### config.mk
export PLATFORM = sky130hd
export DESIGN_NAME = sorted_list_insert_find_remove_unit_flat
export DESIGN_NICKNAME = d
export VERILOG_FILES = /design/src/slifr_pkg.sv /design/src/slifr_in_if.sv /design/src/slifr_out_if.sv /design/src/slifr_cmp.sv /design/src/sorted_list_insert_find_remove_unit.sv /design/src/flat_wrapper.sv
export SDC_FILE = /design/constraint.sdc
export NUM_CORES = 1
export LEC_CHECK = 0
export ABC_AREA = 1
export BUFFER_PORTS_ARGS = -buffer_cell sky130_fd_sc_hd__buf_2
export CORE_MARGIN = 1.5
export CORE_UTILIZATION = 35
export DETAILED_ROUTE_END_ITERATION = 10
export SLEW_MARGIN = 25
export SYNTH_ARGS = -nofsm -noshare
export SYNTH_HDL_FRONTEND = slang
export SYNTH_HIERARCHICAL = 1
export SYNTH_SLANG_ARGS = --single-unit
export TNS_END_PERCENT = 5
### constraint.sdc
create_clock -name clk -period 4.1 [get_ports clk]
set_clock_uncertainty 0.2 [all_clocks]
set_input_delay 0.82 -clock clk [delete_from_list [all_inputs] [get_ports clk]]
set_output_delay 0.82 -clock clk [all_outputs]
set_load 0.01 [all_outputs]
### src/slifr_pkg.sv
// ----------------------------------------------------------------------------
// slifr_pkg
// Shared types and constants of the sorted list unit.
// ----------------------------------------------------------------------------
`default_nettype none

package slifr_pkg;

  localparam int CAPACITY = 16;
  localparam int IDX_W    = (CAPACITY > 1) ? $clog2(CAPACITY) : 1;
  localparam int CNT_W    = $clog2(CAPACITY + 1);

  localparam int VALUE_W    = 32;
  localparam int MODE_W     = 2;
  localparam int STATUS_W   = 2;
  localparam int POSITION_W = 4;
  localparam int COUNT_W    = 5;

  // operation codes
  localparam logic [MODE_W-1:0] MODE_INSERT = 2'd0;
  localparam logic [MODE_W-1:0] MODE_FIND   = 2'd1;
  localparam logic [MODE_W-1:0] MODE_REMOVE = 2'd2;
  localparam logic [MODE_W-1:0] MODE_NOP    = 2'd3;

  // result status codes
  localparam logic [STATUS_W-1:0] STATUS_DONE   = 2'd0;
  localparam logic [STATUS_W-1:0] STATUS_EMPTY  = 2'd1;
  localparam logic [STATUS_W-1:0] STATUS_ABSENT = 2'd2;
  localparam logic [STATUS_W-1:0] STATUS_FULL   = 2'd3;

  // outcome of one compare of a stored entry against the operand
  typedef struct packed {
    logic le;  // entry <= operand, signed
    logic eq;  // entry == operand
  } cmp_t;

endpackage

`default_nettype wire

### src/slifr_in_if.sv
// ----------------------------------------------------------------------------
// slifr_in_if
// Request channel: operation and operand, valid/ready handshake.
// ----------------------------------------------------------------------------
`default_nettype none

interface slifr_in_if import slifr_pkg::*; ();
  logic                      valid;
  logic                      ready;
  logic [MODE_W-1:0]         mode;
  logic signed [VALUE_W-1:0] value;

  modport source (output valid, output mode, output value, input ready);
  modport sink   (input valid, input mode, input value, output ready);
endinterface

`default_nettype wire

### src/slifr_out_if.sv
// ----------------------------------------------------------------------------
// slifr_out_if
// Result channel: status, position and count, valid/ready handshake.
// ----------------------------------------------------------------------------
`default_nettype none

interface slifr_out_if import slifr_pkg::*; ();
  logic                  valid;
  logic                  ready;
  logic [STATUS_W-1:0]   status;
  logic [POSITION_W-1:0] position;
  logic [COUNT_W-1:0]    count;

  modport source (output valid, output status, output position, output count,
                  input ready);
  modport sink   (input valid, input status, input position, input count,
                  output ready);
endinterface

`default_nettype wire

### src/slifr_cmp.sv
// ----------------------------------------------------------------------------
// slifr_cmp
// Shared signed compare unit: one stored entry against the operand.
// ----------------------------------------------------------------------------
`default_nettype none

module slifr_cmp import slifr_pkg::*; (
  input  wire logic signed [VALUE_W-1:0] entry,
  input  wire logic signed [VALUE_W-1:0] key,
  output cmp_t                           result
);

  always_comb begin
    result.le = (entry <= key);
    result.eq = (entry == key);
  end

endmodule

`default_nettype wire

### src/sorted_list_insert_find_remove_unit.sv
// ----------------------------------------------------------------------------
// sorted_list_insert_find_remove_unit
// Sorted table of signed 32-bit values with insert, find and remove.
// ----------------------------------------------------------------------------
// The unit keeps up to CAPACITY signed values in ascending order in a
// single-port-read memory, duplicates allowed, and answers every request
// item with exactly one result item. Insert walks from the tail toward the
// head, moving each larger entry up one slot, and drops the operand into the
// gap it reaches, so a new value lands after all equal ones. Find walks from
// the head and stops at the first equal entry. Remove walks from the head as
// well and, once the first equal entry is seen, moves every later entry down
// one slot. Every visited entry takes a memory read state and then a compare
// and write-back state through the one shared compare unit; an insert that
// reaches the head takes a further state to put the operand in slot zero,
// and a finished item waits in the result state until the output register
// is free. req.ready is high only while the unit is idle; a finished result
// may wait in the output register while the next item is accepted. The
// memory is never cleared: only entries below the occupancy count are ever
// read.
// ----------------------------------------------------------------------------
`default_nettype none

module sorted_list_insert_find_remove_unit import slifr_pkg::*; (
  input  wire logic   clk,
  input  wire logic   rst,
  slifr_in_if.sink    req,
  slifr_out_if.source rsp
);

  typedef enum logic [2:0] {
    S_IDLE,
    S_READ,
    S_EVAL,
    S_PUT,
    S_RESULT
  } state_t;

  state_t                    state;
  logic [MODE_W-1:0]         op;
  logic signed [VALUE_W-1:0] key;
  logic [IDX_W-1:0]          idx;
  logic [IDX_W-1:0]          pos;
  logic [CNT_W-1:0]          occ;
  logic                      found;
  logic [STATUS_W-1:0]       status;

  logic                      rsp_valid;
  logic [STATUS_W-1:0]       rsp_status;
  logic [POSITION_W-1:0]     rsp_position;
  logic [COUNT_W-1:0]        rsp_count;

  // table storage, read data registered
  logic signed [VALUE_W-1:0] mem [CAPACITY];
  logic signed [VALUE_W-1:0] rdata;
  logic                      wr_en;
  logic [IDX_W-1:0]          wr_addr;
  logic signed [VALUE_W-1:0] wr_data;

  cmp_t                      cmp;
  logic                      last;
  logic                      accept;

  slifr_cmp u_cmp (
    .entry  (rdata),
    .key    (key),
    .result (cmp)
  );

  assign accept = req.valid && req.ready;
  assign req.ready = (state == S_IDLE);

  // the entry under test is the last occupied one
  assign last = (CNT_W'(idx) == (occ - CNT_W'(1)));

  // Write port: insert moves entries up (or drops the key into place),
  // remove moves entries down once the match is behind the scan.
  always_comb begin
    wr_en   = 1'b0;
    wr_addr = idx;
    wr_data = rdata;
    unique case (state)
      S_EVAL: begin
        if (op == MODE_INSERT) begin
          wr_en   = 1'b1;
          wr_addr = idx + IDX_W'(1);
          wr_data = cmp.le ? key : rdata;
        end else if (op == MODE_REMOVE && found) begin
          wr_en   = 1'b1;
          wr_addr = idx - IDX_W'(1);
          wr_data = rdata;
        end
      end
      S_PUT: begin
        wr_en   = 1'b1;
        wr_addr = '0;
        wr_data = key;
      end
      default: begin
      end
    endcase
  end

  always_ff @(posedge clk) begin
    if (wr_en) begin
      mem[wr_addr] <= wr_data;
    end
    rdata <= mem[idx];
  end

  // Sequencer and output register.
  always_ff @(posedge clk) begin
    if (rst) begin
      state     <= S_IDLE;
      occ       <= '0;
      rsp_valid <= 1'b0;
    end else begin
      // drop the result once taken, unless a new one loads on this edge
      if (rsp_valid && rsp.ready && state != S_RESULT) begin
        rsp_valid <= 1'b0;
      end

      unique case (state)
        S_IDLE: begin
          if (accept) begin
            op     <= req.mode;
            key    <= req.value;
            found  <= 1'b0;
            pos    <= '0;
            unique case (req.mode)
              MODE_INSERT: begin
                if (occ >= CNT_W'(CAPACITY)) begin
                  status <= STATUS_FULL;
                  state  <= S_RESULT;
                end else if (occ == '0) begin
                  status <= STATUS_DONE;
                  state  <= S_PUT;
                end else begin
                  status <= STATUS_DONE;
                  idx    <= IDX_W'(occ - CNT_W'(1));
                  state  <= S_READ;
                end
              end
              MODE_FIND, MODE_REMOVE: begin
                if (occ == '0) begin
                  status <= STATUS_EMPTY;
                  state  <= S_RESULT;
                end else begin
                  status <= STATUS_DONE;
                  idx    <= '0;
                  state  <= S_READ;
                end
              end
              MODE_NOP: begin
                status <= STATUS_DONE;
                state  <= S_RESULT;
              end
            endcase
          end
        end

        S_READ: begin
          state <= S_EVAL;
        end

        S_EVAL: begin
          if (op == MODE_INSERT) begin
            // key belongs just above this entry, or keep moving down
            if (cmp.le) begin
              pos   <= idx + IDX_W'(1);
              occ   <= occ + CNT_W'(1);
              state <= S_RESULT;
            end else if (idx == '0) begin
              state <= S_PUT;
            end else begin
              idx   <= idx - IDX_W'(1);
              state <= S_READ;
            end
          end else if (!found && cmp.eq) begin
            pos   <= idx;
            found <= 1'b1;
            if (op == MODE_FIND) begin
              state <= S_RESULT;
            end else if (last) begin
              occ   <= occ - CNT_W'(1);
              state <= S_RESULT;
            end else begin
              idx   <= idx + IDX_W'(1);
              state <= S_READ;
            end
          end else if (last) begin
            if (found) begin
              occ <= occ - CNT_W'(1);
            end else begin
              status <= STATUS_ABSENT;
              pos    <= '0;
            end
            state <= S_RESULT;
          end else begin
            idx   <= idx + IDX_W'(1);
            state <= S_READ;
          end
        end

        S_PUT: begin
          pos   <= '0;
          occ   <= occ + CNT_W'(1);
          state <= S_RESULT;
        end

        S_RESULT: begin
          // hold until the output register is free
          if (!rsp_valid || rsp.ready) begin
            rsp_valid    <= 1'b1;
            rsp_status   <= status;
            rsp_position <= POSITION_W'(pos);
            rsp_count    <= COUNT_W'(occ);
            state        <= S_IDLE;
          end
        end

        default: begin
          state <= S_IDLE;
        end
      endcase
    end
  end

  assign rsp.valid    = rsp_valid;
  assign rsp.status   = rsp_status;
  assign rsp.position = rsp_position;
  assign rsp.count    = rsp_count;

  // occupancy never passes the table size
  a_occ_bound: assert property (@(posedge clk) disable iff (rst)
    occ <= CNT_W'(CAPACITY))
    else $error("occupancy above capacity");

  // one item at a time: after acceptance the unit is busy
  a_busy_after_accept: assert property (@(posedge clk) disable iff (rst)
    accept |=> !req.ready)
    else $error("request accepted while busy");

  // a failed operation reports position zero
  a_fail_pos_zero: assert property (@(posedge clk) disable iff (rst)
    (rsp_valid && rsp_status != STATUS_DONE) |-> (rsp_position == '0))
    else $error("nonzero position on failed operation");

  // a full insert reports the table at capacity
  a_full_count: assert property (@(posedge clk) disable iff (rst)
    (rsp_valid && rsp_status == STATUS_FULL) |-> (rsp_count == COUNT_W'(CAPACITY)))
    else $error("full status with table not full");

endmodule

`default_nettype wire
### src/flat_wrapper.sv
// flat-port wrapper written by rule: the top's interface ports become plain ports
module sorted_list_insert_find_remove_unit_flat import slifr_pkg::*;
  (clk, rst, req_valid, req_mode, req_value, req_ready, rsp_valid, rsp_status, rsp_position, rsp_count, rsp_ready);
  slifr_in_if req_i ();
  slifr_out_if rsp_i ();
  input  wire logic clk;
  input  wire logic rst;
  input wire logic [$bits(req_i.valid)-1:0] req_valid;
  input wire logic [$bits(req_i.mode)-1:0] req_mode;
  input wire logic [$bits(req_i.value)-1:0] req_value;
  output wire logic [$bits(req_i.ready)-1:0] req_ready;
  output wire logic [$bits(rsp_i.valid)-1:0] rsp_valid;
  output wire logic [$bits(rsp_i.status)-1:0] rsp_status;
  output wire logic [$bits(rsp_i.position)-1:0] rsp_position;
  output wire logic [$bits(rsp_i.count)-1:0] rsp_count;
  input wire logic [$bits(rsp_i.ready)-1:0] rsp_ready;
  assign req_i.valid = req_valid;
  assign req_i.mode = req_mode;
  assign req_i.value = req_value;
  assign req_ready = req_i.ready;
  assign rsp_valid = rsp_i.valid;
  assign rsp_status = rsp_i.status;
  assign rsp_position = rsp_i.position;
  assign rsp_count = rsp_i.count;
  assign rsp_i.ready = rsp_ready;
  sorted_list_insert_find_remove_unit u_core (.clk(clk), .rst(rst), .req(req_i), .rsp(rsp_i));
endmodule
# == Word level (Yosys, flattened, before mapping) ==
# Memory sizes are Yosys's and may differ from the RTL's. A register that Yosys moved wholly into a read port is not among the register bits.
# Index checks and enable logic that the tools add are counted.
# word_totals
memories,1
in_bits,38
word_cells,143
ramBits,512
register_bits,65
out_inout_bits,13
# memory_table
memory,words,width,rd,rd_ports_with_merged_regs,write_ports,line,rtl
u_core.mem,16,32,1,1,1,sorted_list_insert_find_remove_unit.sv:53,logic signed [VALUE_W-1:0] mem [CAPACITY];
# classes
bitwise_logic,1
muxes,67
n_eq_ne,31
n_addsub,4
magnitude_cmp,2
reduce_logical,25
# op_table
cell,n
$mux W4,18
$mux W32,2
$pmux W32 S2,1
$mux W5,7
$eq A32 B32 Y1,1
$le A32 B32 Y1,1
$mux W3,9
$pmux W4 S2,3
$ne A3 B3 Y1 const B,7
$mux W2,8
$pmux W3 S5,1
$pmux W4 S3,1
$mux W1,11
$pmux W5 S2,1
$reduce_and A10 Y1,1
$reduce_and A5 Y1,2
$pmux W3 S3,1
$ne A2 B2 Y1 const B,4
$ne A4 B1 Y1 const B,2
$reduce_and A7 Y1,1
$eq A2 B2 Y1 const B,3
$eq A3 B2 Y1 const B,2
$ne A2 B1 Y1 const B,3
$pmux W2 S3,1
other kinds (29),39

# == Depth between registers and ports, before layout ==
# Gate-level depths: netlist (run 1).
# depth
ltp_word,7
ltp_mapped,23
depth_no_buf,23

# == Hierarchy ==
# Netlist (run 1), hierarchy kept.
# by_module_without_submodules
module,cells_each,area_per_inst_um2,seq_area_each_um2,instances
sorted_list_insert_find_remove_unit,1772,23771.5,17877.1,1
slifr_cmp,146,907.1,0.0,1

# == Worst setup path before layout (run 1) ==
# Ideal clock, no wire load.
# synth_path
path_kind,reg2reg
start,register u_core.state[0]
end,register u_core.key[0] (enable)
arrival_time_ps,3432
path_slack_ps,0
synth_period_minus_slack_ps,4100
path_buffers,0
required_time_ps,3433
setup_ps,467
stages_incl_launch_ff,4
cell_sequence,dfxtp_1 -> nor3_1 -> inv_1 -> nor3_1
# synth_via
elab_chain_len,3
# synth_rtl
item,line,rtl
start: declaration,sorted_list_insert_find_remove_unit.sv:38,state_t state;
start signal: assignment,sorted_list_insert_find_remove_unit.sv:113,state <= S_IDLE;
start signal: assignment,sorted_list_insert_find_remove_unit.sv:133,state <= S_RESULT;
start signal: assignment,sorted_list_insert_find_remove_unit.sv:136,state <= S_PUT;
$logic_not A3 Y1 (*),sorted_list_insert_find_remove_unit.sv:70,assign req.ready = (state == S_IDLE);
named net req_ready,flat_wrapper.sv:11,output wire logic [$bits(req_i.ready)-1:0] req_ready;
$logic_and A1 B1 Y1,sorted_list_insert_find_remove_unit.sv:69,assign accept = req.valid && req.ready;
$reduce_and A3 Y1 (no line) (*),--,
end signal: assignment,sorted_list_insert_find_remove_unit.sv:126,key <= req.value;
end: declaration,sorted_list_insert_find_remove_unit.sv:40,logic signed [VALUE_W-1:0] key;
# Mark *: on every way through the listed nets, which the timed path passes. The rest lies on a longest branch.
# A chain may end at the register's enable or synchronous reset.

==> parameters.txt, run 1 <==
Parameter                              Value

Detailed routing
  Detail Route Antenna Nets    0
  Wire length per cell after detailed routing    21.3 um
  First DRT Iteration DRCs    1,453
  Average vias per placed instance    5.24
  Sum of routed wire length over all layers    between 60 and 70 mm
  Drc violations    0
  Vias    15,500
  Iteration count of the initial detailed-routing pass    5

Timing
  Headroom to the max-slew limit    roughly 29%
  Final cycle utilization of the critical path    between 80% and 90%
  Final-report hold violation count    0
  Max-slew violation count    0
  Count of endpoints failing setup in the final report    0
  Sum Neg Setup Slack    0 ps
  Upper clock frequency limit    roughly 290 MHz
  Setup repair after global routing missed its margin    false
  Actual slew at the worst max-slew pin    1060 ps
  Final critical path time including I/O delays and setup    3400 ps

Synthesis
  Syn Nets    1,995
  Cell type contributing the most total cell area after synthesis    sky130_fd_sc_hd__edfxtp_1
  Distinct cell type count after synthesis    47
  Synth top cells by count    sky130_fd_sc_hd__edfxtp_1, sky130_fd_sc_hd__nor2_1, sky130_fd_sc_hd__o21ai_0, sky130_fd_sc_hd__nand2_1, sky130_fd_sc_hd__o22ai_1
  Leading cell types by total area after synthesis    sky130_fd_sc_hd__edfxtp_1, sky130_fd_sc_hd__o21ai_0, sky130_fd_sc_hd__nor2_1, sky130_fd_sc_hd__dfxtp_1, sky130_fd_sc_hd__nand2_1
  Synthesis-stage register bit count    just over 600
  Sequential area share after synthesis    72.4%
  Flip-flop cell with the highest count after synthesis    sky130_fd_sc_hd__edfxtp_1
  Average footprint of a synthesized cell    approximately 13 um2
  Number of cells produced by synthesis    1,918
  YS warnings    6
  Number of synthesized flops with an enable pin    between 500 and 600
  Most frequent cell after synthesis    sky130_fd_sc_hd__edfxtp_1
  Async set or reset register ratio after synthesis    0%
  Post-synthesis instance area    24,700 um2
  Area share of the largest cell type after synthesis    69.1%

Floorplanning
  Die extent in x    between 200 and 300 um
  Count of standard-cell rows    97
  Area of the core    around 70,000 um2
  Die outline height    ~270 um
  Initial core utilization    a little over a third
  IO Pins    51
  Area of the die    72,100 um2

Hold path
  Min-delay src    req_value[22]
  Min-Delay Endpoint    u_core/key[22]
  Cell depth of the worst hold path    1
  Hold/Removal Path Class    in2reg

CTS
  Clock root buffer master    sky130_fd_sc_hd__clkbuf_16
  Postcts setup bufs    0
  Clock buffer count from CTS    60
  Post-cts resize count    0
  # clock sinks    ~610
  Clock transition at the registers of the reported paths    around 60 ps
  CTS tree    built
  Clock insertion delay at the later pin of the skew report    around 640 ps
  Number of buffers inserted by hold repair at cts    0
  Largest buffer count on any clock path    3
  Number of H-tree branching levels    2

Final layout
  Number of fillers in the final layout    6,485
  Cell area after layout    about 28,000 um2
  Final #Nets    about 2,000
  Layout cell share with drive strength beyond 1    between 10% and 20%
  Area Growth Syn to Fin    15.4%
  Sequential cell area    17,900 um2
  Multi-input logic area    between 6000 and 7000 um2
  Diodes inserted    0

Power
  Standby leakage power    9.66 nW
  VDD IR max    roughly 0.28 mV
  Power density normalized to cell area    552 nW/um2

GRT
  Overall track demand over capacity in global routing    approximately 17%
  Number of global-route vias before repair    15,100
  First-pass GRT wire length    93.7 mm
  Pin count of the biggest net entering global routing    approximately 110
  Gr ovfl total    0
  Initial antenna violation count    0

Worst setup path
  Data required time at the worst endpoint    4180 ps
  Type of origin of the critical path    flop
  Maximum fanout along the worst path    32
  Destination of the worst register-to-register timing path    u_core/mem[4][1]
  Kind of end point of the critical path    flop
  Worst Path Arrival    about 3500 ps
  Critical path start-end classification    reg2reg
  Worst flop-to-flop path startpoint    u_core/key[15]
  Setup slack of the most critical reg-to-reg path    between 700 and 800 ps
  CP startpoint    u_core/key[15]
  Depth of the worst register-to-register path    12

Status
  Run status    completed

Placement
  Routability congestion estimate from global placement    about 0.8
  Post-detailed-placement half-perimeter wirelength    around 34 mm
  Port Buf Inserts    50
  Dpl cell area    approximately 26,000 um2

Job
  Max capacitance violation total    0
-- metrics by stage --
step	worst slack, ps	util, %	total power [mW]	hold WS [ps]	std cells
after floorplan	0.405	-	9.01	200	1918
after global placement	787	37.5	9.63	208	2851
after detailed placement	717	37.5	9.70	213	2851
after CTS	670	40.7	15.8	130	2965
after global routing	505	40.7	16.3	133	2965
final	704	40.7	15.7	156	2965
-- critical path, cell delays in order (launching register included) --
cell	delay [ps]
sky130_fd_sc_hd__edfxtp_1	340
sky130_fd_sc_hd__inv_1	50
sky130_fd_sc_hd__ha_1	290
sky130_fd_sc_hd__nand2_1	90
sky130_fd_sc_hd__nor2_2	130
sky130_fd_sc_hd__nand4_1	210
sky130_fd_sc_hd__nor4_1	390
sky130_fd_sc_hd__nand2_1	180
sky130_fd_sc_hd__nand3_2	150
sky130_fd_sc_hd__nand2_1	70
sky130_fd_sc_hd__nand2_2	80
sky130_fd_sc_hd__buf_12	280
sky130_fd_sc_hd__mux2_1	570
-- metal layers --
layer | wire length (um) | track usage, % | vias to the layer above | share of wire [%]
li1 | - | - | 7158 | -
met1 | 26500 | 22.1 | 7831 | 42
met2 | 32000 | 31.0 | 464 | 51
met3 | 3300 | 2.37 | 86 | 5.2
met4 | 1270 | 4.75 | 0 | 2.0
met5 | 0 | 0 | - | 0
-- cells in the final DEF (no fill, tap or decap), types with 7 or more instances in the layout --
cell	instances
sky130_fd_sc_hd__nand4_1	8
sky130_fd_sc_hd__clkbuf_16	61
sky130_fd_sc_hd__clkinv_2	17
sky130_fd_sc_hd__nand2_1	159
sky130_fd_sc_hd__edfxtp_1	568
sky130_fd_sc_hd__mux2_1	30
sky130_fd_sc_hd__bufinv_16	15
sky130_fd_sc_hd__inv_1	77
sky130_fd_sc_hd__buf_4	48
sky130_fd_sc_hd__o21ai_1	15
sky130_fd_sc_hd__o22ai_1	86
sky130_fd_sc_hd__o21ai_0	256
sky130_fd_sc_hd__a21oi_1	22
sky130_fd_sc_hd__ha_1	39
sky130_fd_sc_hd__dfxtp_1	41
sky130_fd_sc_hd__o211ai_1	21
sky130_fd_sc_hd__clkbuf_1	7
sky130_fd_sc_hd__nand3_1	68
sky130_fd_sc_hd__nor2_4	24
sky130_fd_sc_hd__nor2_1	287
sky130_fd_sc_hd__buf_2	50
sky130_fd_sc_hd__o221ai_1	46
sky130_fd_sc_hd__inv_2	8
-- worst max path at each step --
stage          slack, ps           endpoint
3_5_place_dp         720  u_core/mem[0][20]
5_1_grt              510   u_core/mem[8][0]
2_1_floorplan        0.4      u_core/key[0]
4_1_cts              670  u_core/mem[15][3]
6_report             700   u_core/mem[4][1]
3_3_place_gp         790  u_core/mem[0][10]
-- layout make-up --
type	count	share of cell area [%]
well taps	940	4.13
inverters	89	1.20
multi-input cells	1110	21.5
repair buffers	103	2.47
clock buffers	72	5.65
flip-flops and latches	609	62.8
clock inverters	42	2.22
-- report_power, final --
part	total (mW)	switching, mW	internal [mW]	leakage, nW
Combinational	2.08	1.51	0.569	3.08
Clock	6.12	2.37	3.75	1.10
Sequential	7.51	0.113	7.40	5.48
-- state kept, by name, summed over array words and instances, names as in the netlist, 2 cells and up --
signal               count
u_core/idx               4
u_core/key              32
u_core/mem             512
u_core/occ               5
u_core/op                2
u_core/pos               4
u_core/rdata            32
u_core/rsp.count         5
u_core/rsp.position      4
u_core/rsp.status        2
u_core/state             3
u_core/status            2
-- cell families (layout without fill, tap and decap cells) --
| family | Yosys count | after routing | synth area share [%] |
|---|---|---|---|
| adder cells (fa/ha/maj) | 39 | 39 | 1.98 |
| flip-flops | 609 | 609 | 72.4 |
| AND/OR/NAND/NOR | 574 | 574 | 9.81 |
| AO/OA/AOI/OAI | 458 | 458 | 10.8 |
| multiplexers | 32 | 32 | 1.46 |
| buffers and inverters | 199 | 306 | 3.28 |
| XOR/XNOR | 7 | 7 | 0.248 |
(Power assumes the default switching activity.)
==> run 2, diff against run 1 <==
ABC_AREA = 0   (was 1)
clock period = 3.45 ns   (was 4.1 ns; I/O delays follow)
==> parameters.txt, run 2 <==
Parameter                              Value

Detailed routing
  Detail Route Antenna Nets    0 (unchanged)
  Wire length per cell after detailed routing    24.1 um (+14%)
  First DRT Iteration DRCs    1,032 (-29%)
  Sum of routed wire length over all layers    54.5 mm (-14%)
  Average vias per placed instance    5.24 (about the same)
  Drc violations    0 (unchanged)
  Vias    11,800 (-24%)
  Iteration count of the initial detailed-routing pass    4 (-1)

CTS
  Clock insertion delay at the later pin of the skew report    620 ps (-20 ps)
  CTS tree    built
  # clock sinks    609 (unchanged)
  Clock root buffer master    sky130_fd_sc_hd__clkbuf_16
  Clock buffer count from CTS    61 (+1.7%)
  Number of H-tree branching levels    2 (unchanged)
  Largest buffer count on any clock path    3 (unchanged)
  Clock transition at the registers of the reported paths    60 ps (about the same)

Timing
  Actual slew at the worst max-slew pin    1020 ps (-43.5 ps)
  Count of endpoints failing setup in the final report    521 (+521)
  Final critical path time including I/O delays and setup    3640 ps (+247 ps)
  Max-slew violation count    0 (unchanged)
  Setup repair after global routing missed its margin    true
  Final-report hold violation count    0 (unchanged)
  Upper clock frequency limit    274 MHz (-6.8%)
  Headroom to the max-slew limit    32.1% (+2.9 points)
  Final critical-path setup slack    -193 ps (-897 ps)
  Final cycle utilization of the critical path    106% (+23 points)

Final layout
  Commonest non-fill, non-tap cells in the layout    sky130_fd_sc_hd__edfxtp_1, sky130_fd_sc_hd__mux4_2, sky130_fd_sc_hd__buf_4
  Max reg flops    512 (unchanged)
  Most common library cell in the layout ignoring fill and taps    sky130_fd_sc_hd__edfxtp_1
  Cell area after layout    28,800 um2 (+1.0%)
  Final #Nets    1,400 (-32%)
  Layout cell share with drive strength beyond 1    34.5% (+22 points)
  Register name with the most flops    u_core/mem
  Top flop regs    u_core/mem x512, u_core/key x32, u_core/rdata x32
  Area Growth Syn to Fin    19.2%
  Diodes inserted    0 (unchanged)

Power
  Power density normalized to cell area    563 nW/um2 (+2.1%)
  Standby leakage power    9.62 nW (-0.39%)
  VDD IR max    0.426 mV (+50%)

Synthesis
  Post-synthesis compound-gate area fraction    2.41% (-8.4 points)
  Synthesis-stage register bit count    609 (unchanged)
  Flip-flop cell with the highest count after synthesis    sky130_fd_sc_hd__edfxtp_1
  Distinct cell type count after synthesis    64 (+36%)
  Multiplexer share of the synthesized area    16.7% (+15 points)
  Number of synthesized flops with an enable pin    568 (unchanged)
  Post-synthesis adder-cell area fraction    2.02% (+0.045 points)
  Leading cell types by total area after synthesis    sky130_fd_sc_hd__edfxtp_1, sky130_fd_sc_hd__mux4_2, sky130_fd_sc_hd__dfxtp_1, sky130_fd_sc_hd__ha_1, sky130_fd_sc_hd__mux2_2
  Synth top cells by count    sky130_fd_sc_hd__edfxtp_1, sky130_fd_sc_hd__mux4_2, sky130_fd_sc_hd__inv_1, sky130_fd_sc_hd__dfxtp_1, sky130_fd_sc_hd__ha_1
  YS warnings    6 (unchanged)
  Synthesized-area fraction occupied by and/or/nand/nor cells    2.71% (-7.1 points)
  Async set or reset register ratio after synthesis    0% (unchanged)
  Area share of the largest cell type after synthesis    70.7% (+1.6 points)
  Syn Nets    1,249 (-37%)
  Cell type contributing the most total cell area after synthesis    sky130_fd_sc_hd__edfxtp_1
  Synth Area in XOR/XNOR    0.399% (+0.15 points)
  Most frequent cell after synthesis    sky130_fd_sc_hd__edfxtp_1
  Sequential area share after synthesis    74.1% (+1.7 points)
  Number of cells produced by synthesis    1,172 (-39%)
  Average footprint of a synthesized cell    20.6 um2 (+60%)
  Post-synthesis instance area    24,100 um2 (-2.2%)
  Main combinational cell family by area after synthesis    multiplexers

Hold path
  Cell depth of the worst hold path    1 (unchanged)
  Hold/Removal Path Class    in2reg
  Min-Delay Endpoint    u_core/key[2]
  Min-delay src    req_value[2]

Status
  Run status    finished, violations left
  Failing checks    negative setup slack

GRT
  Overall track demand over capacity in global routing    15.7% (-1.7 points)
  Number of global-route vias before repair    12,200 (-19%)
  Pin count of the biggest net entering global routing    67 (-39%)
  Gr ovfl total    0 (unchanged)
  First-pass GRT wire length    80.9 mm (-14%)
  Initial antenna violation count    0 (unchanged)

Placement
  Routability congestion estimate from global placement    0.810 (-0.55%)
  Dpl cell area    26,500 um2 (+0.91%)
  Worst slack after detailed placement    -592 ps (-1310 ps)
  Port Buf Inserts    50 (unchanged)
  Post-detailed-placement half-perimeter wirelength    29.5 mm (-13%)

Worst setup path
  Standard cell with the maximum stage delay on the critical path    sky130_fd_sc_hd__nor4_4
  Data required time at the worst endpoint    3580 ps (-600 ps)
  Worst stage delay on the critical path    410 ps (-160 ps)
  Ordered list of cells on the worst path    inv_2, ha_4, nand4_1, nor4_4, o21ai_2, o211ai_1, a21oi_2, mux2_4, a21o_1, nand2_2, buf_12, mux2_4
  Maximum fanout along the worst path    17 (-47%)
  Kind of end point of the critical path    flop
  Depth of the worst register-to-register path    12 (unchanged)
  Destination of the worst register-to-register timing path    u_core/mem[13][14]
  Dominant cell type by count on the critical path    sky130_fd_sc_hd__mux2_4
  Critical path start-end classification    reg2reg
  Setup slack of the most critical reg-to-reg path    -190 ps (-900 ps)
  Worst Path Arrival    3780 ps (+300 ps)
  Worst flop-to-flop path startpoint    u_core/key[9]
  Type of origin of the critical path    flop

Floorplanning
  IO Pins    51 (unchanged)
  Initial core utilization    35.2% (-0.061 points)
  Area of the die    70,500 um2 (-2.2%)
  Die extent in x    266 um (-1.1%)
  Area of the core    68,500 um2 (-2.1%)
  Die outline height    266 um (-1.1%)
  Count of standard-cell rows    96 (-1.0%)

Job
  Max capacitance violation total    0 (unchanged)
run 2: cell count changes after synthesis, sizes merged, moves of 19 or more:
cell,delta
nor2,-292
o21ai,-257
mux4,+160
nand2,-143
o22ai,-84
nand3,-63
clkbuf,-48
o221ai,-46
inv,-42
o211ai,-19
run 2: kinds of logic (layout without fill, tap and decap cells):
kind of cell,count (synthesis),count (layout)
and+or+nand+nor,125,125
adders and majority gates,39,39
xor gates and xnor gates,11,11
buffers and inverters,102,305
AOI/OAI and AO/OA,87,87
DFF,609,609
muxes,199,199
run 2: report_power, final:
part	leakage (nW)	internal [mW]	total (mW)	switching, mW
Sequential	5.46	8.30	8.39	0.0857
Clock	0.990	3.96	6.68	2.72
Combinational	3.17	0.495	1.13	0.634
run 2: worst max path at each step:
stage	startpoint	endpoint	slack, ps	cells after the start
3_3_place_gp	u_core/key[14]	u_core/mem[6][17]	-580	12
5_1_grt	u_core/key[9]	u_core/mem[14][10]	-300	12
3_5_place_dp	u_core/key[14]	u_core/mem[15][11]	-590	12
4_1_cts	u_core/key[9]	u_core/mem[8][27]	-200	13
6_report	u_core/key[9]	u_core/mem[13][14]	-190	12
2_1_floorplan	u_core/key[25]	u_core/mem[0][10]	-70	12
run 2: cell type report:
cell class                 count  area (um2)
clock buffer                  85        1670
clock inverter                30         360
fill                        5928       39700
inverter                      47         176
multi-input combinational    461        6310
sequential                   609       17900
tap                          882        1100
timing repair buffer         143        1260
run 2: metal layers:
metal  share of wire (%)  GRT usage (%)  wire [um]  up-vias
met5                   0              0          0        -
met4                 2.0           4.43       1070        0
met3                 4.9           2.24       2650       78
met2                  49           25.6      26700      320
met1                  44           22.0      24100     6282
li1                    -              -          -     5149
run 2: critical path, delay by kind of cell, from the launching register on:
kind | cells | cell delay [ps]
multiplexers | 2 | 760
AO/OA/AOI/OAI | 4 | 690
flip-flops | 1 | 390
adder cells (fa/ha/maj) | 1 | 270
AND/OR/NAND/NOR | 3 | 750
buffers and inverters | 2 | 270
run 2: through the flow:
stage / power [mW] / instances / TNS (ps) / utilization [%] / hold WS [ps]
2_1_floorplan: 9.21 / 1172 / -28500 / - / 200
3_3_place_gp: 9.59 / 2139 / -294070 / 38.7 / 205
3_5_place_dp: 9.61 / 2139 / -301410 / 38.7 / 206
4_1_cts: 16.3 / 2257 / -92730 / 42.0 / 4.92
5_1_grt: 16.7 / 2257 / -150390 / 42.0 / 18.0
6_report: 16.2 / 2257 / -90040 / 42.0 / 44.8
run 2: what timing repair did:
item,4_1_cts,5_1_grt
endpoints found under the hold margin,1,0
setup buffers,2,0
hold buffers,1,0
gates resized for setup,46,5
setup endpoints to repair,528,528
pin swaps,13,5
